File: src/sv/wpi_pkg.sv
// ----------------------------------------------------------------------------
// wpi_pkg: shared types and constants of the pedestal integrator
// Field widths, register codes, the front-to-back queue entry and config bundle.
// ----------------------------------------------------------------------------
package wpi_pkg;

	localparam int MAX_SAMPLES = 2048;
	localparam int ADC_BITS    = 14;

	localparam int ADC_W   = 14;
	localparam int CH_W    = 9;
	localparam int IDX_W   = 12;
	localparam int CFG_W   = 12;
	localparam int CFG_IDX_W = 2;
	localparam int PED_W   = 25;
	localparam int SUM_W   = 26;
	localparam int OSUM_W  = 25;
	localparam int SQR_W   = 2 * ADC_W;
	localparam int SQ_W    = 40;
	localparam int OSQ_W   = 39;
	localparam int INT_W   = 38;
	localparam int PROD_W  = CFG_W + SUM_W;

	localparam int QDEPTH  = 4;
	localparam int QPTR_W  = $clog2(QDEPTH);
	localparam int QCNT_W  = $clog2(QDEPTH + 1);

	localparam logic [ADC_W-1:0] ADC_MASK = ADC_W'((1 << ADC_BITS) - 1);
	localparam logic [IDX_W-1:0] IDX_LIMIT = IDX_W'(MAX_SAMPLES);

	// register map
	localparam logic [CFG_IDX_W-1:0] CFG_PED_SAMPLES  = 2'd0;
	localparam logic [CFG_IDX_W-1:0] CFG_CALIB_WINDOW = 2'd1;
	localparam logic [CFG_IDX_W-1:0] CFG_SPLIT_INDEX  = 2'd2;

	localparam logic [CFG_W-1:0] PED_SAMPLES_RST  = 12'd40;
	localparam logic [CFG_W-1:0] CALIB_WINDOW_RST = 12'd20;
	localparam logic [CFG_W-1:0] SPLIT_INDEX_RST  = 12'd800;

	// result kinds
	localparam logic KIND_CALIB   = 1'b0;
	localparam logic KIND_SUMMARY = 1'b1;

	typedef struct packed {
		logic [CFG_W-1:0] ped_samples;
		logic [CFG_W-1:0] calib_window;
		logic [CFG_W-1:0] split_index;
	} wpi_cfg_t;

	// snapshot of the running values after one sample, plus what to emit
	typedef struct packed {
		logic              calib;
		logic              last;
		logic [CH_W-1:0]   channel;
		logic [ADC_W-1:0]  max_adc;
		logic [PED_W-1:0]  ped_sum;
		logic [SUM_W-1:0]  total;
		logic [SQ_W-1:0]   squares;
		logic [IDX_W-1:0]  count;
		logic [SUM_W-1:0]  ap_sum;
		logic [IDX_W-1:0]  ap_count;
		logic [SUM_W-1:0]  post_sum;
		logic [IDX_W-1:0]  post_count;
		logic [SUM_W-1:0]  cal_sum;
		logic [IDX_W-1:0]  cal_terms;
	} wpi_entry_t;

	typedef struct packed {
		logic [QCNT_W-1:0] count;
		logic              empty;
	} wpi_qstat_t;

endpackage

File: src/sv/wpi_back.sv
// ----------------------------------------------------------------------------
// wpi_back: scaled integrals and result output register
// Multiplies out the three pedestal-subtracted integrals, saturates them and
// presents one or two result words per queue entry.
// ----------------------------------------------------------------------------
module wpi_back (
	input  logic                               clk,
	input  logic                               arst_n,
	input  logic [wpi_pkg::CFG_W-1:0]          ped_samples,
	input  wpi_pkg::wpi_qstat_t                qstat,
	input  wpi_pkg::wpi_entry_t                head,
	output logic                               pop,
	output logic                               out_valid,
	input  logic                               out_ready,
	output logic                               result_kind,
	output logic                               is_last,
	output logic [wpi_pkg::CH_W-1:0]           out_channel,
	output logic [wpi_pkg::ADC_W-1:0]          max_adc,
	output logic [wpi_pkg::PED_W-1:0]          pedestal_sum,
	output logic [wpi_pkg::OSUM_W-1:0]         total_sum,
	output logic [wpi_pkg::OSQ_W-1:0]          sum_squares,
	output logic [wpi_pkg::IDX_W-1:0]          sample_count,
	output logic signed [wpi_pkg::INT_W-1:0]   pedsub_integral_scaled,
	output logic signed [wpi_pkg::INT_W-1:0]   post_integral_scaled,
	output logic signed [wpi_pkg::INT_W-1:0]   calib_integral_scaled
);

	localparam logic [wpi_pkg::INT_W-1:0] INT_MAX = {1'b0, {(wpi_pkg::INT_W-1){1'b1}}};
	localparam logic [wpi_pkg::INT_W-1:0] INT_MIN = {1'b1, {(wpi_pkg::INT_W-1){1'b0}}};

	// a - b, clipped to the signed integral range
	function automatic logic [wpi_pkg::INT_W-1:0] sat_diff(
		input logic [wpi_pkg::PROD_W-1:0] a,
		input logic [wpi_pkg::PROD_W-1:0] b
	);
		logic [wpi_pkg::PROD_W:0] d;
		d = {1'b0, a} - {1'b0, b};
		if (d[wpi_pkg::PROD_W] != d[wpi_pkg::INT_W-1])
			sat_diff = d[wpi_pkg::PROD_W] ? INT_MIN : INT_MAX;
		else
			sat_diff = d[wpi_pkg::INT_W-1:0];
	endfunction

	// multiply stage
	logic                          valid_b1;
	wpi_pkg::wpi_entry_t           ent_b1;
	logic [wpi_pkg::PROD_W-1:0]    ap_raw_b1, ap_ped_b1;
	logic [wpi_pkg::PROD_W-1:0]    post_raw_b1, post_ped_b1;
	logic [wpi_pkg::PROD_W-1:0]    cal_raw_b1, cal_ped_b1;

	// output stage
	logic                          valid_b2;
	logic                          calib_b2;
	logic                          last_b2;
	logic [wpi_pkg::CH_W-1:0]      ch_b2;
	logic [wpi_pkg::ADC_W-1:0]     max_b2;
	logic [wpi_pkg::PED_W-1:0]     ped_b2;
	logic [wpi_pkg::OSUM_W-1:0]    sum_b2;
	logic [wpi_pkg::OSQ_W-1:0]     sq_b2;
	logic [wpi_pkg::IDX_W-1:0]     cnt_b2;
	logic [wpi_pkg::INT_W-1:0]     ap_int_b2, post_int_b2, cal_int_b2;

	logic final_word, b2_free, b1_adv, split_take;

	// an entry with both a calibration and a summary shows two words
	assign final_word = !(calib_b2 && last_b2);
	assign b2_free    = !valid_b2 || (out_ready && final_word);
	assign b1_adv     = valid_b1 && b2_free;
	assign pop        = !qstat.empty && (!valid_b1 || b2_free);
	assign split_take = valid_b2 && out_ready && !final_word;

	always_ff @(posedge clk or negedge arst_n) begin
		if (!arst_n) begin
			valid_b1 <= 1'b0;
			valid_b2 <= 1'b0;
			calib_b2 <= 1'b0;
			last_b2  <= 1'b0;
		end else begin
			if (pop)
				valid_b1 <= 1'b1;
			else if (b1_adv)
				valid_b1 <= 1'b0;

			if (b1_adv) begin
				valid_b2 <= 1'b1;
				calib_b2 <= ent_b1.calib;
				last_b2  <= ent_b1.last;
			end else if (valid_b2 && out_ready && final_word) begin
				valid_b2 <= 1'b0;
			end else if (split_take) begin
				calib_b2 <= 1'b0;
			end
		end
	end

	always_ff @(posedge clk) begin
		if (pop) begin
			ent_b1      <= head;
			ap_raw_b1   <= ped_samples * head.ap_sum;
			ap_ped_b1   <= head.ped_sum * head.ap_count;
			post_raw_b1 <= ped_samples * head.post_sum;
			post_ped_b1 <= head.ped_sum * head.post_count;
			cal_raw_b1  <= ped_samples * head.cal_sum;
			cal_ped_b1  <= head.ped_sum * head.cal_terms;
		end
	end

	always_ff @(posedge clk) begin
		if (b1_adv) begin
			ch_b2       <= ent_b1.channel;
			max_b2      <= ent_b1.max_adc;
			ped_b2      <= ent_b1.ped_sum;
			sum_b2      <= ent_b1.total[wpi_pkg::OSUM_W-1:0];
			sq_b2       <= ent_b1.squares[wpi_pkg::OSQ_W-1:0];
			cnt_b2      <= ent_b1.count;
			ap_int_b2   <= sat_diff(ap_raw_b1, ap_ped_b1);
			post_int_b2 <= sat_diff(post_raw_b1, post_ped_b1);
			cal_int_b2  <= sat_diff(cal_raw_b1, cal_ped_b1);
		end
	end

	assign out_valid              = valid_b2;
	assign result_kind            = calib_b2 ? wpi_pkg::KIND_CALIB : wpi_pkg::KIND_SUMMARY;
	assign is_last                = calib_b2 ? !last_b2 : 1'b1;
	assign out_channel            = ch_b2;
	assign max_adc                = max_b2;
	assign pedestal_sum           = ped_b2;
	assign total_sum              = sum_b2;
	assign sum_squares            = sq_b2;
	assign sample_count           = cnt_b2;
	assign pedsub_integral_scaled = ap_int_b2;
	assign post_integral_scaled   = post_int_b2;
	assign calib_integral_scaled  = cal_int_b2;

	a_summary_follows: assert property (@(posedge clk) disable iff (!arst_n)
		split_take |=> (valid_b2 && !calib_b2 && last_b2))
		else $error("summary word did not follow calibration word");

endmodule

File: config.mk
export PLATFORM = sky130hd
export DESIGN_NAME = wpi_back
export DESIGN_NICKNAME = d
export VERILOG_FILES = /design/src/sv/wpi_pkg.sv /design/src/sv/wpi_back.sv
export SDC_FILE = /design/constraint.sdc
export NUM_CORES = 2
export LEC_CHECK = 0
export BUFFER_PORTS_ARGS = -buffer_cell sky130_fd_sc_hd__buf_2
export CORE_MARGIN = 1
export CORE_UTILIZATION = 64
export DETAILED_ROUTE_END_ITERATION = 7
export PLACE_DENSITY = 0.83
export SLEW_MARGIN = 0
export SYNTH_ARGS = -nofsm -noshare
export SYNTH_HDL_FRONTEND = slang
export SYNTH_SLANG_ARGS = --single-unit
File: constraint.sdc
create_clock -name clk -period 39.7 [get_ports clk]
set_input_delay 7.94 -clock clk [delete_from_list [all_inputs] [get_ports clk]]
set_output_delay 7.94 -clock clk [all_outputs]
set_load 0.01 [all_outputs]
==> run summary <==
The all-layer global routing usage was 0.3161. The number of global-route vias before repair was 64,350; the hold path depth was 0. The setup path with the least slack is of type primary input to output port. The first global-routing pass estimated 320,500 um of wire.

H-tree level count: 2. Sorting the synthesized cells by how often they occur yields sky130_fd_sc_hd__inv_1 (1,799), sky130_fd_sc_hd__nand2_1 (1,482), sky130_fd_sc_hd__fa_1 (1,413). The clock slew seen by the registers of the worst setup and hold paths is 0.07 ns, and the max-slew violation total from the final report is 0. The Yosys step of the flow raised 0 warnings.

Detailed placement finished with a half-perimeter wire length of 151,800 um. The mean cell area of the mapped netlist is 9.598 um2. The longest clock path from root to sink contains 3 buffers.

For the effective utilization at floorplan, the log shows 0.6451. The number of nets in the synthesized netlist is 10,680. The run gives 0 as the post-cts resize count. The tools report the total negative setup slack as 0 ns. The tools report the sequential fraction of the synthesis area as 0.2196. The proportion of netlist area held by the largest area contributor is 0.3492. The number of instances in the synthesized netlist is 8,440, and the site row count is 130. The synthesized design contains 589 enable-type register cells. TritonCTS built the clock tree.

The share of post-route cells with drive strength above 1 was 0.07679. The clock sink count was 593; the total number of vias was 59,330. The unique cell type count in the Yosys netlist is 77.

The number of buffers added on ports was 497; the top fanout value on the critical path was 70. After detailed routing, the average wire length per cell comes to 19.13 um. In this run the remaining antenna-violating nets after routing total 0. The measured slew at the worst slew-check pin works out to 1.079 ns. The tree is rooted in a sky130_fd_sc_hd__clkbuf_16. The tools report the cell area reported after detailed placement as 84,320 um2. For the worst flop-to-flop path, the logic depth is 11. At the worst endpoint, the required time is 31.76 ns. The run gives 0 as the final setup violation count. The finished cells cover 86,440 um2. Post-cts hold buffer count: 0. The area growth from synthesis to final layout works out to 6.705%. The tools report the final count of hold timing violations as 0. The most frequently used flop master after synthesis was sky130_fd_sc_hd__edfxtp_1.

The die covers 128,000 um2. For this block, the initial DRC count from the detailed router was 4,141. The final clock period utilization by the worst path was 0.4416.

The x dimension of the die came out at 357.8 um. The number of antenna violations at the first check in global routing was 22. The worst setup path is captured at an output port. Number of flip-flops and latches in the synthesized netlist: 593.

The path class of the tightest hold or removal check is flop to flop. The mapped cell area is 81,000 um2. Setup repair after global routing left no endpoint under its margin. The run finished with clean final reports. In the post-synthesis netlist, the biggest area contributors are sky130_fd_sc_hd__fa_1 (35%), sky130_fd_sc_hd__edfxtp_1 (22%), sky130_fd_sc_hd__ha_1 (8.7%). Measured along the y axis, the die boundary spans 357.8 um. The tool flagged a number of max-cap violations equal to 0. The async set-reset flop share out of synthesis came out at 0.006745.

The logs give 0 for the number of buffers added for setup after CTS and 0.2716 for the worst slew slack as a fraction of its limit. The count of fill cells added during filler insertion was 9,320. In this run the standard cell core region covers 125,600 um2. Among all cell types in the netlist, the one instantiated most often is sky130_fd_sc_hd__inv_1. During I/O placement, the number of pins put on the boundary was 503.

Entering global routing, the biggest net connects 162 pins. In the final design database the tool counted 10,870 nets. The worst path arrival time was 9.59 ns; the smallest setup slack after layout was 22.17 ns. Routability-driven placement finished with a final weighted congestion of 0.9239. Subtracting the final worst setup slack from the clock period gives 17.53 ns. The clock buffer count from CTS was 61; the insertion delay of the later-clocked pin in the worst-skew pair was 0.67 ns. At the placement stage, the worst setup path has a slack of 22.23 ns. Hold is met by 0.3662 ns.

Between clock sinks in the finished design, the worst skew comes to 0.04861 ns. sky130_fd_sc_hd__fa_1 takes more of the synthesized area than any other cell. The first detailed-routing pass ran for 6 iterations. In the routed layout, each cell is associated on average with a via count of 5.736. The total overflow left after global routing is 0. Wires add up to 197,900 um. In the routed design, unresolved DRC markers number 0. The worst setup path is launched from a primary input. The tools report the highest clock frequency the design can meet as 57.04 MHz.
-- metrics by stage --
step,cells,util
after floorplan,8440,-
after CTS,10340,0.6882
after detailed placement,10220,0.6715
final,10340,0.6883
after global placement,10220,0.6715
after global routing,10340,0.6883
-- worst max-delay path, cell delays in order --
cell	delay [ns]
sky130_fd_sc_hd__buf_2	0.08
sky130_fd_sc_hd__nand2_1	0.15
sky130_fd_sc_hd__a31oi_4	0.22
sky130_fd_sc_hd__buf_4	0.79
sky130_fd_sc_hd__buf_2	0.29
-- cells in the final DEF, fill, tap and decap left out, drive strengths merged, types with 10 or more instances in the layout --
cell and count:
nand2b 40, or2 11, nor4 10, clkbuf 70, a31oi 28, nand2 1482, clkinv 23, o211ai 14
and3 31, o21a 51, o21ai 186, nand3 49, xor2 87, nor2 163, a21oi 291, edfxtp 589
nand4 25, fa 1413, and2 567, inv 1810, o21bai 42, buf 529, a211oi 30, xnor2 180
a21o 130, nor3 45, or3 12, ha 564, nor2b 35, o31ai 21
-- state kept, by name, indices dropped and copies added (netlist names), 37 cells and up --
| name | count |
|---|---|
| ent_b1 | 126 |
| ap_ped_b1 | 37 |
| cal_ped_b1 | 37 |
| post_ped_b1 | 37 |
| sum_squares | 39 |
| calib_integral_scaled | 38 |
| ap_raw_b1 | 38 |
| post_integral_scaled | 38 |
| cal_raw_b1 | 38 |
| post_raw_b1 | 38 |
| pedsub_integral_scaled | 38 |
-- path summary, 6_finish.rpt --
path	slack, ns	to	from
max in group asynchronous	32.50	calib_b2	arst_n
setup / recovery	22.17	pop	out_ready
setup reg to reg	34.85	post_integral_scaled[13]	post_raw_b1[5]
min in group asynchronous	7.07	valid_b1	arst_n
hold / removal	0.37	pedestal_sum[6]	ent_b1[198]
hold reg to reg	0.37	pedestal_sum[6]	ent_b1[198]
-- per-layer routing --
layer / up-vias / global-route usage / wire [um]
li1: 26270 / - / -
met1: 29800 / 0.3700 / 71130
met2: 2599 / 0.5644 / 101300
met3: 634 / 0.05313 / 15550
met4: 24 / 0.1506 / 9673
met5: - / 0 / 156
-- logic make-up (layout without fill, tap and decap cells) --
family	count (synthesis)	in the layout	synth area share
muxes	3	3	0.0003862
buffers and inverters	2198	2444	0.1023
AOI/OAI and AO/OA	907	907	0.07141
DFF	593	593	0.2196
and+or+nand+nor	2495	2495	0.1412
other	0	7	0
xor gates and xnor gates	267	267	0.02887
adders and majority gates	1977	1977	0.4363
-- layout make-up --
type | instances | area, um2 | area share
multi-input combinational | 5649 | 54960 | 0.6359
sequential | 593 | 17790 | 0.2058
inverter | 1799 | 6753 | 0.07812
timing repair buffer | 529 | 2753 | 0.03185
tap | 1650 | 2064 | 0.02388
clock buffer | 70 | 1582 | 0.01830
clock inverter | 46 | 519.2 | 0.006007
antenna | 7 | 17.52 | 0.0002027
Power is not shown: default switching activity piles up to over one toggle a cycle in this logic, so the estimate is an artifact.
