<file path="src/sv/wpi_pkg.sv">
// ----------------------------------------------------------------------------
// wpi_pkg: shared types and constants of the pedestal integrator
// Field widths, register codes, the front-to-back queue entry and config bundle.
// ----------------------------------------------------------------------------
package wpi_pkg;

	localparam int MAX_SAMPLES = 2048;
	localparam int ADC_BITS    = 14;

	localparam int ADC_W   = 14;
	localparam int CH_W    = 9;
	localparam int IDX_W   = 12;
	localparam int CFG_W   = 12;
	localparam int CFG_IDX_W = 2;
	localparam int PED_W   = 25;
	localparam int SUM_W   = 26;
	localparam int OSUM_W  = 25;
	localparam int SQR_W   = 2 * ADC_W;
	localparam int SQ_W    = 40;
	localparam int OSQ_W   = 39;
	localparam int INT_W   = 38;
	localparam int PROD_W  = CFG_W + SUM_W;

	localparam int QDEPTH  = 4;
	localparam int QPTR_W  = $clog2(QDEPTH);
	localparam int QCNT_W  = $clog2(QDEPTH + 1);

	localparam logic [ADC_W-1:0] ADC_MASK = ADC_W'((1 << ADC_BITS) - 1);
	localparam logic [IDX_W-1:0] IDX_LIMIT = IDX_W'(MAX_SAMPLES);

	// register map
	localparam logic [CFG_IDX_W-1:0] CFG_PED_SAMPLES  = 2'd0;
	localparam logic [CFG_IDX_W-1:0] CFG_CALIB_WINDOW = 2'd1;
	localparam logic [CFG_IDX_W-1:0] CFG_SPLIT_INDEX  = 2'd2;

	localparam logic [CFG_W-1:0] PED_SAMPLES_RST  = 12'd40;
	localparam logic [CFG_W-1:0] CALIB_WINDOW_RST = 12'd20;
	localparam logic [CFG_W-1:0] SPLIT_INDEX_RST  = 12'd800;

	// result kinds
	localparam logic KIND_CALIB   = 1'b0;
	localparam logic KIND_SUMMARY = 1'b1;

	typedef struct packed {
		logic [CFG_W-1:0] ped_samples;
		logic [CFG_W-1:0] calib_window;
		logic [CFG_W-1:0] split_index;
	} wpi_cfg_t;

	// snapshot of the running values after one sample, plus what to emit
	typedef struct packed {
		logic              calib;
		logic              last;
		logic [CH_W-1:0]   channel;
		logic [ADC_W-1:0]  max_adc;
		logic [PED_W-1:0]  ped_sum;
		logic [SUM_W-1:0]  total;
		logic [SQ_W-1:0]   squares;
		logic [IDX_W-1:0]  count;
		logic [SUM_W-1:0]  ap_sum;
		logic [IDX_W-1:0]  ap_count;
		logic [SUM_W-1:0]  post_sum;
		logic [IDX_W-1:0]  post_count;
		logic [SUM_W-1:0]  cal_sum;
		logic [IDX_W-1:0]  cal_terms;
	} wpi_entry_t;

	typedef struct packed {
		logic [QCNT_W-1:0] count;
		logic              empty;
	} wpi_qstat_t;

endpackage

</file>
<file path="src/sv/wpi_front.sv">
// ----------------------------------------------------------------------------
// wpi_front: sample intake and waveform accumulators
// Registers the sample and its square, updates the running sums and decides
// which result words the sample causes; those are pushed to the queue.
// ----------------------------------------------------------------------------
module wpi_front (
	input  logic                        clk,
	input  logic                        arst_n,
	input  wpi_pkg::wpi_cfg_t           cfg,
	input  logic                        in_valid,
	output logic                        in_ready,
	input  logic [wpi_pkg::ADC_W-1:0]   adc_sample,
	input  logic [wpi_pkg::CH_W-1:0]    channel,
	input  logic                        last_sample,
	input  wpi_pkg::wpi_qstat_t         qstat,
	output logic                        push,
	output wpi_pkg::wpi_entry_t         push_entry
);

	localparam int QW = wpi_pkg::QCNT_W + 1;

	// intake stage
	logic                          valid_s1;
	logic [wpi_pkg::ADC_W-1:0]     x_s1;
	logic [wpi_pkg::SQR_W-1:0]     xsq_s1;
	logic [wpi_pkg::CH_W-1:0]      ch_s1;
	logic                          last_s1;

	// waveform state
	logic [wpi_pkg::IDX_W-1:0]     index_q;
	logic [wpi_pkg::PED_W-1:0]     ped_q;
	logic [wpi_pkg::ADC_W-1:0]     max_q;
	logic [wpi_pkg::SUM_W-1:0]     sum_q;
	logic [wpi_pkg::SQ_W-1:0]      sq_q;
	logic [wpi_pkg::SUM_W-1:0]     ap_sum_q;
	logic [wpi_pkg::IDX_W-1:0]     ap_cnt_q;
	logic [wpi_pkg::SUM_W-1:0]     post_sum_q;
	logic [wpi_pkg::IDX_W-1:0]     post_cnt_q;
	logic [wpi_pkg::SUM_W-1:0]     cal_sum_q;
	logic [wpi_pkg::IDX_W-1:0]     cal_terms_q;
	logic [wpi_pkg::IDX_W-1:0]     peak_q;

	logic                          accept;
	logic [QW-1:0]                 occ;
	logic [wpi_pkg::ADC_W-1:0]     x_in;

	logic                          live, pre_ped, post_ped, in_cal, post_split;
	logic                          restart, in_win, hit;
	logic [wpi_pkg::IDX_W-1:0]     peak_gap;
	logic [wpi_pkg::SUM_W-1:0]     xs;
	logic [wpi_pkg::SUM_W-1:0]     cal_base_sum;
	logic [wpi_pkg::IDX_W-1:0]     cal_base_terms;

	logic [wpi_pkg::IDX_W-1:0]     nx_index;
	logic [wpi_pkg::PED_W-1:0]     nx_ped;
	logic [wpi_pkg::ADC_W-1:0]     nx_max;
	logic [wpi_pkg::SUM_W-1:0]     nx_sum;
	logic [wpi_pkg::SQ_W-1:0]      nx_sq;
	logic [wpi_pkg::SUM_W-1:0]     nx_ap_sum;
	logic [wpi_pkg::IDX_W-1:0]     nx_ap_cnt;
	logic [wpi_pkg::SUM_W-1:0]     nx_post_sum;
	logic [wpi_pkg::IDX_W-1:0]     nx_post_cnt;
	logic [wpi_pkg::SUM_W-1:0]     nx_cal_sum;
	logic [wpi_pkg::IDX_W-1:0]     nx_cal_terms;
	logic [wpi_pkg::IDX_W-1:0]     nx_peak;

	// room for the word in flight plus the one being taken now
	assign occ      = {1'b0, qstat.count} + QW'(valid_s1);
	assign in_ready = occ < QW'(wpi_pkg::QDEPTH);
	assign accept   = in_valid && in_ready;
	assign x_in     = adc_sample & wpi_pkg::ADC_MASK;

	always_ff @(posedge clk or negedge arst_n) begin
		if (!arst_n) begin
			valid_s1 <= 1'b0;
		end else begin
			valid_s1 <= accept;
		end
	end

	always_ff @(posedge clk) begin
		if (accept) begin
			x_s1    <= x_in;
			xsq_s1  <= x_in * x_in;
			ch_s1   <= channel;
			last_s1 <= last_sample;
		end
	end

	// classify the sample by its index
	always_comb begin
		live       = index_q < wpi_pkg::IDX_LIMIT;
		pre_ped    = index_q < cfg.ped_samples;
		post_ped   = index_q > cfg.ped_samples;
		in_cal     = post_ped && (index_q < cfg.split_index);
		post_split = index_q > cfg.split_index;
		xs         = wpi_pkg::SUM_W'(x_s1);

		// equal to the updated maximum means no smaller than the old one
		restart        = in_cal && (x_s1 >= max_q);
		peak_gap       = restart ? '0 : (index_q - peak_q);
		in_win         = in_cal && (peak_gap < cfg.calib_window);
		hit            = in_cal && (peak_gap == cfg.calib_window);
		cal_base_sum   = restart ? xs : cal_sum_q;
		cal_base_terms = restart ? wpi_pkg::IDX_W'(1) : cal_terms_q;

		nx_index     = index_q;
		nx_ped       = ped_q;
		nx_max       = max_q;
		nx_sum       = sum_q;
		nx_sq        = sq_q;
		nx_ap_sum    = ap_sum_q;
		nx_ap_cnt    = ap_cnt_q;
		nx_post_sum  = post_sum_q;
		nx_post_cnt  = post_cnt_q;
		nx_cal_sum   = cal_sum_q;
		nx_cal_terms = cal_terms_q;
		nx_peak      = peak_q;

		if (live) begin
			nx_index = index_q + 1'b1;
			if (pre_ped) nx_ped = ped_q + wpi_pkg::PED_W'(x_s1);
			if (x_s1 > max_q) nx_max = x_s1;
			nx_sum = sum_q + xs;
			nx_sq  = sq_q + wpi_pkg::SQ_W'(xsq_s1);
			if (post_ped) begin
				nx_ap_sum = ap_sum_q + xs;
				nx_ap_cnt = ap_cnt_q + 1'b1;
			end
			if (in_cal) begin
				nx_cal_sum   = in_win ? cal_base_sum + xs : cal_base_sum;
				nx_cal_terms = in_win ? cal_base_terms + 1'b1 : cal_base_terms;
				if (restart) nx_peak = index_q;
			end
			if (post_split) begin
				nx_post_sum = post_sum_q + xs;
				nx_post_cnt = post_cnt_q + 1'b1;
			end
		end
	end

	always_comb begin
		push_entry.calib      = live && hit;
		push_entry.last       = last_s1;
		push_entry.channel    = ch_s1;
		push_entry.max_adc    = nx_max;
		push_entry.ped_sum    = nx_ped;
		push_entry.total      = nx_sum;
		push_entry.squares    = nx_sq;
		push_entry.count      = nx_index;
		push_entry.ap_sum     = nx_ap_sum;
		push_entry.ap_count   = nx_ap_cnt;
		push_entry.post_sum   = nx_post_sum;
		push_entry.post_count = nx_post_cnt;
		push_entry.cal_sum    = nx_cal_sum;
		push_entry.cal_terms  = nx_cal_terms;
		push = valid_s1 && (push_entry.calib || last_s1);
	end

	always_ff @(posedge clk or negedge arst_n) begin
		if (!arst_n) begin
			index_q     <= '0;
			ped_q       <= '0;
			max_q       <= '0;
			sum_q       <= '0;
			sq_q        <= '0;
			ap_sum_q    <= '0;
			ap_cnt_q    <= '0;
			post_sum_q  <= '0;
			post_cnt_q  <= '0;
			cal_sum_q   <= '0;
			cal_terms_q <= '0;
			peak_q      <= '0;
		end else if (valid_s1) begin
			if (last_s1) begin
				index_q     <= '0;
				ped_q       <= '0;
				max_q       <= '0;
				sum_q       <= '0;
				sq_q        <= '0;
				ap_sum_q    <= '0;
				ap_cnt_q    <= '0;
				post_sum_q  <= '0;
				post_cnt_q  <= '0;
				cal_sum_q   <= '0;
				cal_terms_q <= '0;
				peak_q      <= '0;
			end else begin
				index_q     <= nx_index;
				ped_q       <= nx_ped;
				max_q       <= nx_max;
				sum_q       <= nx_sum;
				sq_q        <= nx_sq;
				ap_sum_q    <= nx_ap_sum;
				ap_cnt_q    <= nx_ap_cnt;
				post_sum_q  <= nx_post_sum;
				post_cnt_q  <= nx_post_cnt;
				cal_sum_q   <= nx_cal_sum;
				cal_terms_q <= nx_cal_terms;
				peak_q      <= nx_peak;
			end
		end
	end

	a_index_bound: assert property (@(posedge clk) disable iff (!arst_n)
		index_q <= wpi_pkg::IDX_LIMIT)
		else $error("sample index ran past the waveform limit");

endmodule

</file>
<file path="config.mk">
export PLATFORM = sky130hd
export DESIGN_NAME = wpi_front
export DESIGN_NICKNAME = d
export VERILOG_FILES = /design/src/sv/wpi_pkg.sv /design/src/sv/wpi_front.sv
export SDC_FILE = /design/constraint.sdc
export NUM_CORES = 1
export LEC_CHECK = 0
export ABC_AREA = 0
export BUFFER_PORTS_ARGS = -buffer_cell sky130_fd_sc_hd__buf_2
export CAP_MARGIN = 40
export CORE_UTILIZATION = 50
export CTS_CLUSTER_DIAMETER = 50
export DETAILED_ROUTE_END_ITERATION = 10
export PLACE_DENSITY = 0.76
export RECOVER_POWER = 100
export SYNTH_ARGS = -nofsm -noshare
export SYNTH_HDL_FRONTEND = slang
export SYNTH_SLANG_ARGS = --single-unit
export TNS_END_PERCENT = 10
</file>
<file path="constraint.sdc">
create_clock -name clk -period 21.1 [get_ports clk]
set_input_delay 4.22 -clock clk [delete_from_list [all_inputs] [get_ports clk]]
set_output_delay 4.22 -clock clk [all_outputs]
set_load 0.01 [all_outputs]
</file>
==> run summary <==
FF+latch count, synth -> 294
Global-route wire length before repair -> 124.7 mm
Buf/Inv on CP -> 4
PD cells -> 112.9 nW/um2
Status -> finished, violations left
IO Pins -> 311
Largest net degree at the start of global routing -> 127
Final nets -> 3866
Worst Hold Path EP -> cal_sum_q[25]
Design internal power -> 1.957 mW
Minimum clock period after layout -> 15220 ps
Hold Startpoint -> cal_sum_q[25]
Synthesized instance count -> 3200
RR Endpoint -> cal_sum_q[7]
Clock Latency Late Sink -> 570 ps
Asr flop ratio synth -> 82.99%
H-tree depth -> 2
Psw -> 1.555 mW
Largest delay share family, worst path -> simple AND/OR/NAND/NOR gates
Dpl hpwl -> 56.48 mm
RSZ-0062 raised after global routing -> false
Hold_buf cts -> 0
Routing usage on met1 -> 34.68%
Met3 Track Usage GR -> 4.875%
Gpl congestion -> 0.9213
Reg-to-Reg Start -> valid_s1
Final cycle utilization of the critical path -> 72.13%
Flop2flop setup slack -> 10390 ps
Clk slew on worst S/H paths -> 60 ps
Port Buffer Count -> 309
Initial antenna violation count -> 0
Relative slew slack -> -357.1%
Number of DRC markers in iteration 0 -> 1372
Slowest cell on crit path -> nor3_1
Area grow syn2layout -> 10.52%
Initial core utilization -> 50.86%
Number of vias per cell -> 5.825
Critical path class -> in -> out
Critical Path, Cell by Cell -> buf_2 -> inv_1 -> ha_1 -> a21o_1 -> a221o_1 -> a221o_1 -> or3_1 -> nor3_1 -> nor3_1 -> ha_1 -> nand3_1 -> nor3_1 -> o21ai_0 -> o211a_1 -> nand3_1 -> clkbuf_1 -> a21oi_1 -> o21ai_0 -> clkbuf_1
Setup_tns -> 0 ps
Vias in the first global route -> 23570
Root buffer cell -> clkbuf_16
Vias -> 24500
Type of origin of the critical path -> primary input
Slew Viols, Final -> 981
FILL cells -> 5161
Most frequent cells after synthesis -> nand2_1, inv_1, ha_1, dfrtp_1, nor2_1
Post-synth top area cell -> dfrtp_1
Worst EP required -> 16880 ps
Count leader, synth -> nand2_1
Syn Nets -> 3638
Ant. Diodes -> 0
Most frequent cell on the critical path -> nor3_1
Gr busiest metal -> met2
Max IR drop VDD -> 0.1100 mV
Power share of the clock group -> 19.6%
Die Ht -> 239.2 um
Switching Share -> 44.27%
DRT Pass-1 Iters -> 5
Global-route usage over all layers -> 27.50%
GR Util met2 -> 45.94%
Die X -> 239.2 um
Worst-margin pin slew -> 6856 ps
P_leak -> 14.82 nW
Warnings from Yosys -> 0
Gate power share -> 57.3%
Syn avg cell area -> 8.790 um2
Endpoints failing hold -> 0
CTS tree -> built
Post-synth EDFFs -> 50
Final setup viols -> 0
Crit path DAT -> 11000 ps
Resize count post-CTS -> 0
R2r worst-path depth -> 7
CTS max path bufs -> 3
Hold crit path type -> reg -> reg
DIE AREA -> 57210 um2
CP max stage delay -> 1550 ps
Mapped Area -> 28130 um2
Post-DR wirelength/cell -> 18.72 um
Core ar. -> 55310 um2
CP Capture Type -> output pin
Area share of the largest cell type after synthesis -> 21.71%
Hold depth -> 2
Clock sinks -> 294
Layout cells sized above 1 -> 5.726%
Peak Freq -> 0.06570 GHz
Max cap viols -> 15
Ys flop type -> dfrtp_1
Row cnt -> 86
Number of setup buffers added after CTS -> 0
Dominant cells by area after synthesis -> dfrtp_1, ha_1, fa_1
Routed Antenna Nets -> 0
Register area share after synthesis -> 27.04%
Failing checks -> capacitance limit, slew limit
Flop pwr share -> 23.1%
# DRC -> 0
Wirelength, routed -> 78.74 mm
Synth unique cells -> 85
Final worst slack -> 5880 ps
Overflow after GRT -> 0
Worst-path fanout max -> 21
Inserted Clock Buffers -> 39
Skew final -> 23.15 ps
Worst slack, placed -> 6752 ps
power groups by stage:
stage | Sequential (mW) | Combinational [mW] | Clock (mW)
2_1_floorplan | 0.788 | 1.49 | 0
3_3_place_gp | 0.814 | 1.98 | 0
3_5_place_dp | 0.817 | 2.02 | 0
4_1_cts | 0.809 | 2.04 | 0.700
5_1_grt | 0.825 | 2.25 | 0.723
6_report | 0.812 | 2.01 | 0.689
worst max path at each step:
| stage | start | end | slack [ps] | cells after the start |
|---|---|---|---|---|
| after floorplan | cfg[6] | push_entry[28] | 8400 | 18 |
| after global placement | cfg[33] | push_entry[24] | 6600 | 18 |
| after detailed placement | cfg[33] | push_entry[36] | 6750 | 20 |
| after CTS | cfg[33] | push_entry[36] | 6700 | 20 |
| after global routing | arst_n | cal_sum_q[0] | 3420 | 2 |
| final | cfg[6] | push_entry[15] | 5880 | 19 |
kinds of logic after synthesis:
| family | share of synthesized area (%) |
|---|---|
| mux | 3.163 |
| compound gates | 20.25 |
| xor+xnor | 7.286 |
| simple gates | 16.49 |
| flops | 27.04 |
| fa+ha+maj | 19.65 |
| buf+inv | 6.116 |
layout by cell type, fill, tap and decap left out, drive strengths merged, types with 17 or more instances in the layout:
| master | instances |
|---|---|
| inv | 297 |
| nor2b | 33 |
| fa | 118 |
| o21a | 21 |
| xnor2 | 158 |
| nand2 | 370 |
| o22ai | 21 |
| a22oi | 17 |
| o211ai | 20 |
| mux2i | 54 |
| clkbuf | 301 |
| nor2 | 171 |
| mux2 | 31 |
| nand4 | 22 |
| and3 | 49 |
| nor3 | 63 |
| a31oi | 27 |
| xor2 | 76 |
| o21bai | 24 |
| a22o | 89 |
| dfrtp | 244 |
| a21o | 80 |
| buf | 96 |
| a21oi | 127 |
| ha | 253 |
| edfxtp | 50 |
| and2 | 57 |
| nand3 | 74 |
| nand2b | 40 |
| o2bb2ai | 44 |
| o21ai | 170 |
cell type report:
cell class | instances | area (um2) | area share, %
multi-input combinational | 2452 | 18660 | 60.03
sequential | 294 | 7607 | 24.47
clock buffer | 52 | 1096 | 3.525
timing repair buffer | 345 | 1445 | 4.648
tap | 748 | 935.9 | 3.010
clock inverter | 19 | 229.0 | 0.7365
inverter | 296 | 1112 | 3.578
per-layer routing:
layer | up-vias | part of all wire, %
met3 | 160 | 6.5
met2 | 710 | 47
li1 | 11820 | -
met1 | 11810 | 42
met4 | 0 | 4.4
met5 | - | 0
worst min-delay path, stage by stage (launching register included):
cell      delay, ps
dfrtp_1         350
nand2_1          60
o311ai_1         60
sequential cells by signal, summed over array words and instances (netlist names), 9 cells and up:
register / count
index_q: 12
max_q: 14
ap_sum_q: 26
x_s1: 14
ch_s1: 9
ped_q: 25
post_cnt_q: 12
post_sum_q: 26
sum_q: 26
xsq_s1: 26
cal_sum_q: 26
cal_terms_q: 12
peak_q: 12
sq_q: 40
ap_cnt_q: 12
stage by stage:
stage / instances / utilization (%) / hold WS [ps] / power (mW) / instance area, um2
finish: 4206 / 56.21 / 500.2 / 3.512 / 31090
global route: 4206 / 56.21 / 536.3 / 3.796 / 31090
CTS: 4206 / 57.40 / 498.2 / 3.548 / 31750
detailed placement: 4135 / 55.01 / 485.6 / 2.838 / 30420
global placement: 4126 / 54.72 / 471.6 / 2.794 / 30260
floorplan: 3200 / - / 459.1 / 2.278 / 28130
Power figures use the tool's default switching activity.
