## src/sv/wpi_pkg.sv

```systemverilog
// ----------------------------------------------------------------------------
// wpi_pkg: shared types and constants of the pedestal integrator
// Field widths, register codes, the front-to-back queue entry and config bundle.
// ----------------------------------------------------------------------------
package wpi_pkg;

	localparam int MAX_SAMPLES = 2048;
	localparam int ADC_BITS    = 14;

	localparam int ADC_W   = 14;
	localparam int CH_W    = 9;
	localparam int IDX_W   = 12;
	localparam int CFG_W   = 12;
	localparam int CFG_IDX_W = 2;
	localparam int PED_W   = 25;
	localparam int SUM_W   = 26;
	localparam int OSUM_W  = 25;
	localparam int SQR_W   = 2 * ADC_W;
	localparam int SQ_W    = 40;
	localparam int OSQ_W   = 39;
	localparam int INT_W   = 38;
	localparam int PROD_W  = CFG_W + SUM_W;

	localparam int QDEPTH  = 4;
	localparam int QPTR_W  = $clog2(QDEPTH);
	localparam int QCNT_W  = $clog2(QDEPTH + 1);

	localparam logic [ADC_W-1:0] ADC_MASK = ADC_W'((1 << ADC_BITS) - 1);
	localparam logic [IDX_W-1:0] IDX_LIMIT = IDX_W'(MAX_SAMPLES);

	// register map
	localparam logic [CFG_IDX_W-1:0] CFG_PED_SAMPLES  = 2'd0;
	localparam logic [CFG_IDX_W-1:0] CFG_CALIB_WINDOW = 2'd1;
	localparam logic [CFG_IDX_W-1:0] CFG_SPLIT_INDEX  = 2'd2;

	localparam logic [CFG_W-1:0] PED_SAMPLES_RST  = 12'd40;
	localparam logic [CFG_W-1:0] CALIB_WINDOW_RST = 12'd20;
	localparam logic [CFG_W-1:0] SPLIT_INDEX_RST  = 12'd800;

	// result kinds
	localparam logic KIND_CALIB   = 1'b0;
	localparam logic KIND_SUMMARY = 1'b1;

	typedef struct packed {
		logic [CFG_W-1:0] ped_samples;
		logic [CFG_W-1:0] calib_window;
		logic [CFG_W-1:0] split_index;
	} wpi_cfg_t;

	// snapshot of the running values after one sample, plus what to emit
	typedef struct packed {
		logic              calib;
		logic              last;
		logic [CH_W-1:0]   channel;
		logic [ADC_W-1:0]  max_adc;
		logic [PED_W-1:0]  ped_sum;
		logic [SUM_W-1:0]  total;
		logic [SQ_W-1:0]   squares;
		logic [IDX_W-1:0]  count;
		logic [SUM_W-1:0]  ap_sum;
		logic [IDX_W-1:0]  ap_count;
		logic [SUM_W-1:0]  post_sum;
		logic [IDX_W-1:0]  post_count;
		logic [SUM_W-1:0]  cal_sum;
		logic [IDX_W-1:0]  cal_terms;
	} wpi_entry_t;

	typedef struct packed {
		logic [QCNT_W-1:0] count;
		logic              empty;
	} wpi_qstat_t;

endpackage

```

## src/sv/wpi_queue.sv

```systemverilog
// ----------------------------------------------------------------------------
// wpi_queue: short FIFO between the accumulators and the result stage
// Holds accumulator snapshots of samples that produce result words.
// ----------------------------------------------------------------------------
module wpi_queue (
	input  logic                 clk,
	input  logic                 arst_n,
	input  logic                 push,
	input  wpi_pkg::wpi_entry_t  push_entry,
	input  logic                 pop,
	output wpi_pkg::wpi_entry_t  head,
	output wpi_pkg::wpi_qstat_t  qstat
);

	wpi_pkg::wpi_entry_t             mem_q [wpi_pkg::QDEPTH];
	logic [wpi_pkg::QPTR_W-1:0]      wr_ptr_q;
	logic [wpi_pkg::QPTR_W-1:0]      rd_ptr_q;
	logic [wpi_pkg::QCNT_W-1:0]      count_q;

	assign head        = mem_q[rd_ptr_q];
	assign qstat.count = count_q;
	assign qstat.empty = (count_q == '0);

	always_ff @(posedge clk) begin
		if (push) mem_q[wr_ptr_q] <= push_entry;
	end

	always_ff @(posedge clk or negedge arst_n) begin
		if (!arst_n) begin
			wr_ptr_q <= '0;
			rd_ptr_q <= '0;
			count_q  <= '0;
		end else begin
			if (push) wr_ptr_q <= wr_ptr_q + 1'b1;
			if (pop)  rd_ptr_q <= rd_ptr_q + 1'b1;
			case ({push, pop})
				2'b10:   count_q <= count_q + 1'b1;
				2'b01:   count_q <= count_q - 1'b1;
				default: count_q <= count_q;
			endcase
		end
	end

	a_no_overflow: assert property (@(posedge clk) disable iff (!arst_n)
		push |-> (count_q != wpi_pkg::QCNT_W'(wpi_pkg::QDEPTH)) || pop)
		else $error("push into full queue");

	a_no_underflow: assert property (@(posedge clk) disable iff (!arst_n)
		pop |-> (count_q != '0))
		else $error("pop from empty queue");

	a_count_step: assert property (@(posedge clk) disable iff (!arst_n)
		(push && !pop) |=> (count_q == $past(count_q) + 1'b1))
		else $error("queue count lost a push");

endmodule

```

## config.mk

```make
export PLATFORM = sky130hd
export DESIGN_NAME = wpi_queue
export DESIGN_NICKNAME = d
export VERILOG_FILES = /design/src/sv/wpi_pkg.sv /design/src/sv/wpi_queue.sv
export SDC_FILE = /design/constraint.sdc
export NUM_CORES = 1
export LEC_CHECK = 0
export BUFFER_PORTS_ARGS = -buffer_cell sky130_fd_sc_hd__buf_2
export CORE_MARGIN = 5
export CORE_UTILIZATION = 40
export CTS_CLUSTER_SIZE = 10
export DETAILED_ROUTE_END_ITERATION = 8
export GPL_TIMING_DRIVEN = 0
export PLACE_DENSITY_LB_ADDON = 0.1
export SYNTH_ARGS = -nofsm -noshare
export SYNTH_HDL_FRONTEND = slang
export SYNTH_SLANG_ARGS = --single-unit
```

## constraint.sdc

```tcl
create_clock -name clk -period 17.7 [get_ports clk]
set_input_delay 2.655 -clock clk [delete_from_list [all_inputs] [get_ports clk]]
set_output_delay 2.655 -clock clk [all_outputs]
set_load 0.02 [all_outputs]
```

==> results summary, run 1 <==
The post-synthesis area per instance is 27.15 µm². The core region area is 0.08797 mm². The cell count after synthesis came out at 1300.

The worst-case clock buffer depth is 3. The total number of vias came out at 15787. The count of fill cells added during filler insertion is 7204. The quantity of I/O buffers inserted on ports came out at 491. The clock tree synthesis step divided the H-tree into 3 levels. The maximum vdd ir drop is 0.08842 mV. The mean routed wirelength per cell is 24.48 µm. Measured along the x axis, the die boundary spans 307.0 µm. Clock-pin slew was measured on the worst setup and hold paths at 60 ps. After synthesis the netlist holds a flip-flop and latch count of 975. Once detail routing completed, the nets flagged for antenna violations numbered 0.

The power density of the placed cells is 175.7 mW/mm². STA classifies the critical path startpoint as a flop. The highest achievable clock rate is 190.0 MHz. The worst hold path terminates at count_q[2]. The estimated wirelength of the detail-placed design is 49910 µm. The required time at the worst-slack endpoint came out at 15050 ps. The detailed-route DRC error count came out at 0. The number of global-route vias before repair is 17000. The final max-slew violation count is 0. The TritonCTS sink count is 975. The sequential area share after synthesis came out at 0.8286. The fraction of layout instances using a drive strength above 1 came out at 0.4706. The TritonCTS buffer count is 110.

The number of nets in the synthesized netlist is 1552. The number of instances on the worst hold path is 1. The final net count came out at 2171. The total detailed-routing wirelength is 76810 µm. Measured along the y axis, the die boundary spans 307.0 µm.

The number of endpoints with negative hold slack in the final report is 0. The final clock skew is 17.65 ps. Adding up every negative setup slack in the final design gives 0 ps.

The number of cells on the worst reg-to-reg path is 5. The first TritonRoute pass finished after 5 iterations. After floorplanning, the core was divided into 109 placement rows. Along the worst path, the maximum fanout reaches 10. After clock tree synthesis, the flow added hold-fix buffers numbering 0. The setup path with the least slack is of type flop to primary output. Setup violations remaining at the end of the flow were counted as 0. The number of antenna violations at the first check in global routing is 27. After layout, the minimum clock period comes to 5262 ps. The first routing iteration left 892 violations. Summing every instance area after synthesis gives 0.03529 mm². Setup repair after global routing left no endpoint under its margin. The worst hold path begins at count_q[2]. Summed over all cells, the static leakage comes to 14.46 nW. The run finished with clean final reports.

The final estimated routing congestion in global placement is 0.7180. The die covers 0.09426 mm². Summing all non-filler instances in the final layout gives an area of 0.04272 mm². In this run the count of I/O pins placed on the die edge is 492. The number of distinct standard cells referenced by the synthesized netlist is 17. The area overhead of the layout relative to synthesis came out at 21.05%. The startpoint identified for the worst register-to-register timing path is wr_ptr_q[0]. The post-place instance area came out at 0.03966 mm². The global route total overflow is 0. The later-pin clock latency in the skew report is 670 ps. For this run, the number of Yosys warnings is 0.

Across the whole layout, storage elements account for 0.02924 mm². The number of setup buffers added after CTS came out at 0. Measured against its own limit, the worst slew margin works out to 0.4117. The maximum number of pins on one net before global-route repair is 54. The part of the cycle the worst path needs came out at 0.2973. The first global-routing pass estimated 112600 µm of wire. The combined global-route utilization of all metal layers came out at 0.1620. The tool flagged a number of max-cap violations equal to 0. The initial utilization of the core area, before any placement, comes to 0.4012.

The area occupied by multi-input gates is 0.005650 mm². The cell sitting at the root of the clock tree is a sky130_fd_sc_hd__clkbuf_16. The slew at the pin closest to its max-slew limit came out at 882.5 ps. The slack of the worst reg-to-reg path came out at 15180 ps.

The arrival time of the worst setup path came out at 2610 ps. The worst min-delay path category is flop to flop. The worst setup path is captured at a primary output. In this run the critical register-to-register path is captured at mem_q[2][116]. TritonCTS built the clock tree. After clock tree synthesis, the repair step resized 0 gates. The post-detailed-route via-to-cell ratio came out at 5.031.
## metrics by stage
| stage | utilization | worst slack, ps | instances | hold WS (ps) | power, mW |
|---|---|---|---|---|---|
| after CTS | 0.4851 | 12260 | 3120 | 503.0 | 7.676 |
| after global routing | 0.4852 | 12240 | 3123 | 530.6 | 7.885 |
| after detailed placement | 0.4508 | 12920 | 2972 | 491.0 | 5.698 |
| after global placement | 0.4457 | 3389 | 2956 | 480.1 | 5.862 |
| after floorplan | - | 8939 | 1300 | 491.4 | 4.843 |
| final | 0.4856 | 12440 | 3138 | 500.2 | 7.505 |
## worst max path at each step
stage	start	slack, ps	depth (start not counted)	end
final	rd_ptr_q[1]	12440	5	head[142]
after global routing	rd_ptr_q[1]	12240	5	head[142]
after CTS	rd_ptr_q[1]	12260	5	head[142]
after detailed placement	push	12920	4	mem_q[1][115]
after global placement	push	3390	2	mem_q[3][115]
after floorplan	push	8940	1	mem_q[0][0]
## worst max-delay path, stage by stage (launching register included)
cell and delay, ps:
sky130_fd_sc_hd__dfrtp_1 310, sky130_fd_sc_hd__buf_2 240, sky130_fd_sc_hd__buf_2 420, sky130_fd_sc_hd__buf_2 380, sky130_fd_sc_hd__mux4_2 380, sky130_fd_sc_hd__buf_2 180
## cell usage in the layout, fill, tap and decap left out, types with 4 or more instances in the layout
| cell type | Yosys | final |
|---|---|---|
| sky130_fd_sc_hd__edfxtp_1 | 968 | 968 |
| sky130_fd_sc_hd__buf_2 | 28 | 519 |
| sky130_fd_sc_hd__mux4_2 | 242 | 242 |
| sky130_fd_sc_hd__clkbuf_16 | 0 | 112 |
| sky130_fd_sc_hd__clkbuf_1 | 6 | 29 |
| sky130_fd_sc_hd__buf_6 | 19 | 19 |
| sky130_fd_sc_hd__diode_2 | 0 | 18 |
| sky130_fd_sc_hd__buf_16 | 0 | 16 |
| sky130_fd_sc_hd__dfrtp_1 | 7 | 7 |
| sky130_fd_sc_hd__inv_1 | 6 | 6 |
| sky130_fd_sc_hd__clkinv_1 | 0 | 6 |
| sky130_fd_sc_hd__ha_1 | 5 | 5 |
| sky130_fd_sc_hd__and2_4 | 0 | 4 |
| sky130_fd_sc_hd__xor2_1 | 4 | 4 |
## flip-flops by register name (all words and copies together), names as in the netlist
signal,count
wr_ptr_q,2
mem_q,968
count_q,3
rd_ptr_q,2
## area by class of cell
cell class / instances / share of cell area
buffer: 54 / 0.008992
tap: 1165 / 0.03412
timing repair buffer: 507 / 0.06783
sequential: 975 / 0.6845
clock inverter: 12 / 0.002724
antenna: 18 / 0.001054
inverter: 6 / 0.0005272
multi-input combinational: 265 / 0.1323
clock buffer: 136 / 0.06795
## synthesized netlist by cell type
master | instances | area, µm²
sky130_fd_sc_hd__fa_1 | 1 | 20.02
sky130_fd_sc_hd__nor2_1 | 1 | 3.750
sky130_fd_sc_hd__buf_2 | 28 | 140.1
sky130_fd_sc_hd__nor3_1 | 1 | 5.000
sky130_fd_sc_hd__clkbuf_1 | 6 | 22.52
sky130_fd_sc_hd__inv_1 | 6 | 22.52
sky130_fd_sc_hd__xor2_1 | 4 | 35.03
sky130_fd_sc_hd__buf_6 | 19 | 214.0
sky130_fd_sc_hd__ha_1 | 5 | 62.56
sky130_fd_sc_hd__and2_1 | 4 | 25.02
sky130_fd_sc_hd__dfrtp_1 | 7 | 175.2
sky130_fd_sc_hd__mux4_2 | 242 | 5450
sky130_fd_sc_hd__edfxtp_1 | 968 | 29070
sky130_fd_sc_hd__nand2_1 | 3 | 11.26
sky130_fd_sc_hd__buf_4 | 1 | 7.510
sky130_fd_sc_hd__xnor2_1 | 2 | 17.52
sky130_fd_sc_hd__o21ai_0 | 2 | 10.01
## kinds of logic after synthesis
logic type | after synthesis | synth area share
DFF | 975 | 0.8286
muxes | 242 | 0.1544
buffers and inverters | 60 | 0.01152
and+or+nand+nor | 9 | 0.001276
xor gates and xnor gates | 6 | 0.001489
adders and majority gates | 6 | 0.002340
AOI/OAI and AO/OA | 2 | 0.0002836
## where the power goes
| part | total, mW | leakage, nW | switching, mW | internal [mW] |
|---|---|---|---|---|
| Sequential | 3.09 | 8.97 | 0.0763 | 3.01 |
| Clock | 1.95 | 1.47 | 0.816 | 1.13 |
| Combinational | 2.46 | 4.02 | 1.50 | 0.959 |
## metal layers
metal	wire length, µm	GRT usage
met5	106	0
met4	1499	0.04551
met3	6581	0.05785
met2	39530	0.2757
met1	29100	0.1978
No activity file was read; power rests on OpenSTA's default activity.
==> run 2, diff against run 1 <==
clock period = 4.7 ns   (was 17.7 ns; I/O delays follow)
==> run 2 against run 1 <==
Net effect:
- global-route usage increased by 0.059 points
- worst setup slack got worse by 11000 ps
- power increased to 3.8 times the previous value
- design area increased by 0.23%
- via count increased by 0.59%
- utilization increased by 0.11 points
- first-iteration DRC count decreased by 2.6%
- combinational power increased to 3.8 times the previous value
- largest power group unchanged
==> results summary, run 2 (synthesized netlist as in run 1, its figures left out) <==
The combined global-route utilization of all metal layers came out at 0.1626 (was 0.1620). The smallest setup slack after layout came out at 1313 ps (was 12440 ps). The cell type with the highest occurrence count on the critical path is sky130_fd_sc_hd__buf_2 (unchanged).

The total number of vias is 15880 (was 15787). The chip width is 307.0 µm (unchanged). The number of endpoints with negative hold slack in the final report came to 0 (unchanged).

The required time at the worst-slack endpoint was 3990 ps (was 15050 ps). The final clock skew is 16.98 ps (was 17.65 ps). The total of max-cap violations is 0 (unchanged). The sort of element at the end of the critical path is a primary output (unchanged). The later-pin clock latency in the skew report came out at 680 ps (was 670 ps). RSZ-0062 raised after global routing: no (unchanged).

The total detailed-routing wirelength is 77280 µm (was 76810 µm). The estimated wirelength of the detail-placed design came out at 50710 µm (was 49910 µm). The most flop-heavy register is mem_q (unchanged).

The master cell of the clock root buffer is sky130_fd_sc_hd__clkbuf_16 (unchanged). The part of the cycle the worst path needs is 0.7205. The detailed-route DRC error count came out at 0 (unchanged). The leakage dissipation came to 14.50 nW (was 14.46 nW). The post-route worst hold slack is 233.7 ps (was 500.2 ps). The mean routed wirelength per cell is 24.56 µm (was 24.48 µm). The antenna violation net count after detailed routing is 0 (unchanged). The final estimated routing congestion in global placement is 0.7135 (was 0.7180). The final net count was 2176 (was 2171). The delay of the slowest critical-path stage is 400 ps (was 420 ps). The TritonCTS buffer count came out at 110 (unchanged). The TritonCTS sink count is 975 (unchanged). Result of the run: complete, no violations (unchanged). The maximum vdd ir drop is 0.3559 mV (was 0.08842 mV). The maximum number of pins on one net before global-route repair is 53 (was 54).

The type of the worst setup path is flop to primary output (unchanged). The fraction of layout instances using a drive strength above 1 is 0.4722 (was 0.4706). The number of flip-flops in the largest register is 968 (unchanged).

The core region area is 0.08797 mm² (unchanged). The worst min-delay path category is primary input to flop (was flop to flop). The worst-case clock buffer depth is 3 (unchanged).

The highest achievable clock rate is 295.3 MHz. The starting density of the core came to 0.4012 (unchanged). The number of global-route vias before repair is 16957 (was 17000). The slowest cell on the critical path was sky130_fd_sc_hd__buf_2 (unchanged). The wire length of the first global-routing pass is 112900 µm (was 112600 µm). The clock-pin slew reported for the worst setup and hold paths after clock tree synthesis came to 50 ps (was 60 ps). The placed cell count is 2976 (was 2972). The area occupied by multi-input gates was 0.005650 mm² (unchanged). The number of ports placed on the die boundary is 492 (unchanged). The y dimension of the die came out at 307.0 µm (unchanged). The count of fill cells added during filler insertion came out at 7285 (was 7204).

The largest fanout on the critical path came out at 10 (unchanged). The area overhead of the layout relative to synthesis was 21.33% (was 21.05%). The final critical path time including I/O delays and setup came out at 3387 ps.

The slew at the pin closest to its max-slew limit was 861.4 ps (was 882.5 ps). The quantity of I/O buffers inserted on ports came out at 491 (unchanged). The number of antenna violations at the first check in global routing came out at 31 (was 27). The DRC violation total after the first TritonRoute iteration came out at 869 (was 892). The sequential cell area came out at 0.02924 mm² (unchanged). The cell family with the largest share of critical-path delay was buffers and inverters (unchanged). The final max-slew violation count came to 0 (unchanged). The global route total overflow is 0 (unchanged). Largest regs: mem_q: 968 flops, count_q: 3 flops (unchanged). The depth of the CTS H-tree came to 3 (unchanged). The commonest non-fill, non-tap cell in the layout is sky130_fd_sc_hd__edfxtp_1 (unchanged). The count of standard-cell rows is 109 (unchanged).

The power density of the placed cells is 660.8 mW/mm² (was 175.7 mW/mm²). The arrival time of the worst setup path came out at 2680 ps (was 2610 ps). The total of endpoints with negative setup slack in the final report is 0 (unchanged). The worst setup slack after placement is 1700 ps (was 12920 ps). Worst path cell trace: buf_2 > buf_2 > buf_2 > mux4_2 > buf_2 (unchanged).

The buffers plus inverters on the worst setup path came to 4 (unchanged). The die footprint is 0.09426 mm² (unchanged). The type of element launching the critical path is a flop (unchanged). Leading cell types in the layout, fill and taps excluded: sky130_fd_sc_hd__edfxtp_1 (968), sky130_fd_sc_hd__buf_2 (519), sky130_fd_sc_hd__mux4_2 (242) (unchanged).

The clock tree from TritonCTS is built (unchanged). The number of standard cells in the final layout excluding fillers came to 3146 (was 3138). The remaining max-slew budget at the tightest pin came to 0.4257 (was 0.4117).

The length of the first detailed-routing pass in iterations is 6 (was 5). The post-detailed-route via-to-cell ratio is 5.048 (was 5.031).
run 2: stage by stage:
stage	area, µm²	setup TNS (ps)	total power, mW	util
after global routing	42780	0	29.71	0.4863
after floorplan	35300	0	18.00	-
after CTS	42770	0	28.95	0.4862
final	42820	0	28.29	0.4867
after global placement	39210	-2280250	21.62	0.4457
after detailed placement	39750	0	21.54	0.4519
run 2: layout make-up:
| class | instances | share of cell area |
|---|---|---|
| inverters | 6 | 0.0005260 |
| well taps | 1165 | 0.03404 |
| repair buffers | 512 | 0.07013 |
| clock inverters | 13 | 0.002893 |
| diodes | 20 | 0.001169 |
| multi-input cells | 265 | 0.1320 |
| clock buffers | 136 | 0.06730 |
| flip-flops and latches | 975 | 0.6830 |
| plain buffers | 54 | 0.008971 |
run 2: where the power goes:
group / switching (mW) / internal, mW
Clock: 3.07 / 4.24
Sequential: 0.286 / 11.3
Combinational: 5.70 / 3.65
Total: 9.05 / 19.2
run 2: worst paths after layout:
check	start	to	slack (ps)	depth (start not counted)
max in group asynchronous	arst_n	wr_ptr_q[0]	4160	2
setup / recovery	rd_ptr_q[1]	head[108]	1310	5
min in group asynchronous	arst_n	rd_ptr_q[0]	390	2
setup reg to reg	wr_ptr_q[0]	mem_q[0][62]	2080	6
hold / removal	push_entry[51]	mem_q[1][51]	230	1
hold reg to reg	count_q[2]	count_q[2]	510	1
run 2: repair_timing:
action                                 in CTS  in global routing
gates resized for setup                     0                  0
endpoints found under the hold margin       7                  0
buffers inserted                            0                  0
hold buffers                                1                  0
run 2: layer usage:
| layer | track usage | vias to the layer above | wire [µm] |
|---|---|---|---|
| li1 | - | 6930 | - |
| met1 | 0.1963 | 8355 | 29400 |
| met2 | 0.2766 | 433 | 39710 |
| met3 | 0.06040 | 144 | 6205 |
| met4 | 0.04730 | 18 | 1845 |
| met5 | 0 | - | 108 |
==> run 3, diff against run 2 <==
clock period = 3.52 ns   (was 4.7 ns; I/O delays follow)
==> run 3 against run 2 <==
Net effect:
- clock-buffer cell count shrank 10
- highest routed layer unchanged
- non-clock buffer count is 12 higher
- critical path type unchanged
- register-to-register slack worse by 1200 ps
- critical endpoint is now head[186]
==> results summary, run 3 (synthesized netlist as in run 1, its figures left out) <==
The detailed-route DRC error count is 0 (unchanged). The core region area is 0.08797 mm² (unchanged). The starting density of the core came out at 0.4012 (unchanged). The DRC violation total after the first TritonRoute iteration came out at 915 (was 869). The required time at the worst-slack endpoint is 2990 ps (was 3990 ps). Result of the run: complete, no violations (unchanged). The global route total overflow was 0 (unchanged).

The die footprint came out at 0.09426 mm² (unchanged). The maximum number of pins on one net before global-route repair is 54 (was 53). The later-pin clock latency in the skew report is 680 ps (about the same). RSZ-0062 raised after global routing: no (unchanged). The total detailed-routing wirelength is 77860 µm (was 77280 µm).

The quantity of I/O buffers inserted on ports came out at 491 (unchanged). The area overhead of the layout relative to synthesis is 21.50% (was 21.33%). The slew at the pin closest to its max-slew limit came out at 800.4 ps (was 861.4 ps). The TritonCTS buffer count is 110 (unchanged). The setup TNS came to 0 ps (unchanged).

The final max-slew violation count is 0 (unchanged). The maximum vdd ir drop came out at 0.5030 mV (was 0.3559 mV). The final estimated routing congestion in global placement was 0.7312 (was 0.7135).

The share of the core filled with cells is 0.4874 (was 0.4867). The fraction of layout instances using a drive strength above 1 came out at 0.4707 (was 0.4722). The chip width was 307.0 µm (unchanged). The number of standard cells in the final layout excluding fillers is 3142 (was 3146). The remaining max-slew budget at the tightest pin came to 0.4664 (was 0.4257). The clock tree from TritonCTS is built (unchanged).

Timing would allow up to 311.2 MHz. The count of standard-cell rows is 109 (unchanged). The most flop-heavy register is mem_q (unchanged). The total of max-cap violations came out at 0 (unchanged). The estimated wirelength of the detail-placed design is 50620 µm (was 50710 µm). The total of endpoints with negative setup slack in the final report came out at 0 (unchanged). The length of routed met2 wiring is 40280 µm (was 39710 µm). The worst-case clock buffer depth is 3 (unchanged). The total number of vias is 15856 (was 15880). The routed length on met1 is 29360 µm (was 29400 µm). The part of the cycle the worst path needs came out at 0.9128.

Leading cell types in the layout, fill and taps excluded: sky130_fd_sc_hd__edfxtp_1 (968), sky130_fd_sc_hd__buf_2 (519), sky130_fd_sc_hd__mux4_2 (242) (unchanged). The TritonCTS sink count is 975 (unchanged). Largest regs: mem_q: 968 flops, count_q: 3 flops (unchanged). The clock-pin slew reported for the worst setup and hold paths after clock tree synthesis came out at 50 ps (about the same). The post-detailed-route via-to-cell ratio is 5.046 (was 5.048). The number of flip-flops in the largest register came to 968 (unchanged). The worst setup slack after placement came out at 672.3 ps (was 1700 ps). The commonest non-fill, non-tap cell in the layout is sky130_fd_sc_hd__edfxtp_1 (unchanged).

The number of ports placed on the die boundary came out at 492 (unchanged). The combined global-route utilization of all metal layers is 0.1634 (was 0.1626). The length of the first detailed-routing pass in iterations came out at 4 (was 6).

The number of endpoints with negative hold slack in the final report came out at 0 (unchanged). The topmost layer with routed signal wires is met5 (unchanged). The wire length of the first global-routing pass is 113400 µm (was 112900 µm).

The wire length on met3 came out at 6241 µm (was 6205 µm). The power density of the placed cells is 880.6 mW/mm² (was 660.8 mW/mm²). The smallest setup slack after layout came out at 306.8 ps (was 1313 ps). The final clock skew came out at 25.68 ps (was 16.98 ps). The arrival time of the worst setup path was 2690 ps (was 2680 ps). The number of antenna violations at the first check in global routing came out at 32 (was 31). The master cell of the clock root buffer is sky130_fd_sc_hd__clkbuf_16 (unchanged). The placed cell count is 2976 (unchanged). The leakage dissipation is 14.53 nW (was 14.50 nW).

The type of element launching the critical path is a flop (unchanged). The type of the worst setup path is flop to primary output (unchanged). The largest fanout on the critical path is 10 (unchanged). The number of global-route vias before repair came out at 17230 (was 16957). The final net count was 2188 (was 2176). The antenna violation net count after detailed routing is 0 (unchanged). The depth of the CTS H-tree is 3 (unchanged).

The worst min-delay path category is primary input to flop (unchanged). The final critical path time including I/O delays and setup came out at 3213 ps. The sort of element at the end of the critical path is a primary output (unchanged). The y dimension of the die came out at 307.0 µm (unchanged). The mean routed wirelength per cell is 24.78 µm (was 24.56 µm).
-- run 3: cell count changes in the layout (fill, tap and decap cells not counted), sizes merged --
cell and change:
diode -4, bufinv +1, dlygate4sd3 +12, clkbuf -10
clkinv -4, clkinvlp +1
-- run 3: worst max-delay path, cell delays in order (launching register included) --
cell	delay, ps
sky130_fd_sc_hd__dfrtp_1	310
sky130_fd_sc_hd__buf_2	300
sky130_fd_sc_hd__buf_2	430
sky130_fd_sc_hd__buf_2	370
sky130_fd_sc_hd__mux4_2	370
sky130_fd_sc_hd__buf_2	210
-- run 3: per-layer routing --
metal  global-route usage  up-vias
met4              0.04520       22
met2               0.2807      426
li1                     -     6923
met1               0.1975     8346
met3              0.05840      139
met5                    0        -
-- run 3: per-stage QoR --
stage	hold slack [ps]	power (mW)	instance area [µm²]
after detailed placement	387.0	28.76	39770
after CTS	0.1398	38.61	42840
after floorplan	232.4	23.89	35300
final	62.14	37.76	42880
after global routing	23.61	39.64	42850
after global placement	382.0	28.58	39220
-- run 3: cell type report --
type	instances	area, µm²
inverters	6	22.52
plain buffers	54	384.1
multi-input cells	265	5650
well taps	1165	1458
repair buffers	524	3138
clock inverters	11	107.6
flip-flops and latches	975	29240
fillers	7235	45090
clock buffers	126	2834
diodes	16	40.04
-- run 3: final timing paths --
check,startpoint,cells after the start,to,slack [ps]
max in group asynchronous,arst_n,2,wr_ptr_q[0],3100
max,rd_ptr_q[1],5,head[186],310
min in group asynchronous,arst_n,2,count_q[2],220
max reg2reg,wr_ptr_q[1],6,mem_q[1][145],840
min reg2reg,count_q[2],1,count_q[2],500
min,push_entry[17],1,mem_q[1][17],60
-- run 3: what timing repair did --
action | 4_1_cts | 5_1_grt
hold buffers | 13 | 0
resized for setup | 0 | 0
endpoints found under the hold margin | 46 | 0
setup endpoints to repair | 0 | 0
setup buffers | 0 | 0
-- run 3: power breakdown --
group | leakage, nW | switching [mW] | internal [mW] | total (mW)
clock network | 1.43 | 4.07 | 5.65 | 9.72
logic | 4.12 | 7.60 | 4.90 | 12.5
registers | 8.97 | 0.383 | 15.2 | 15.5
total | 14.5 | 12.1 | 25.7 | 37.8
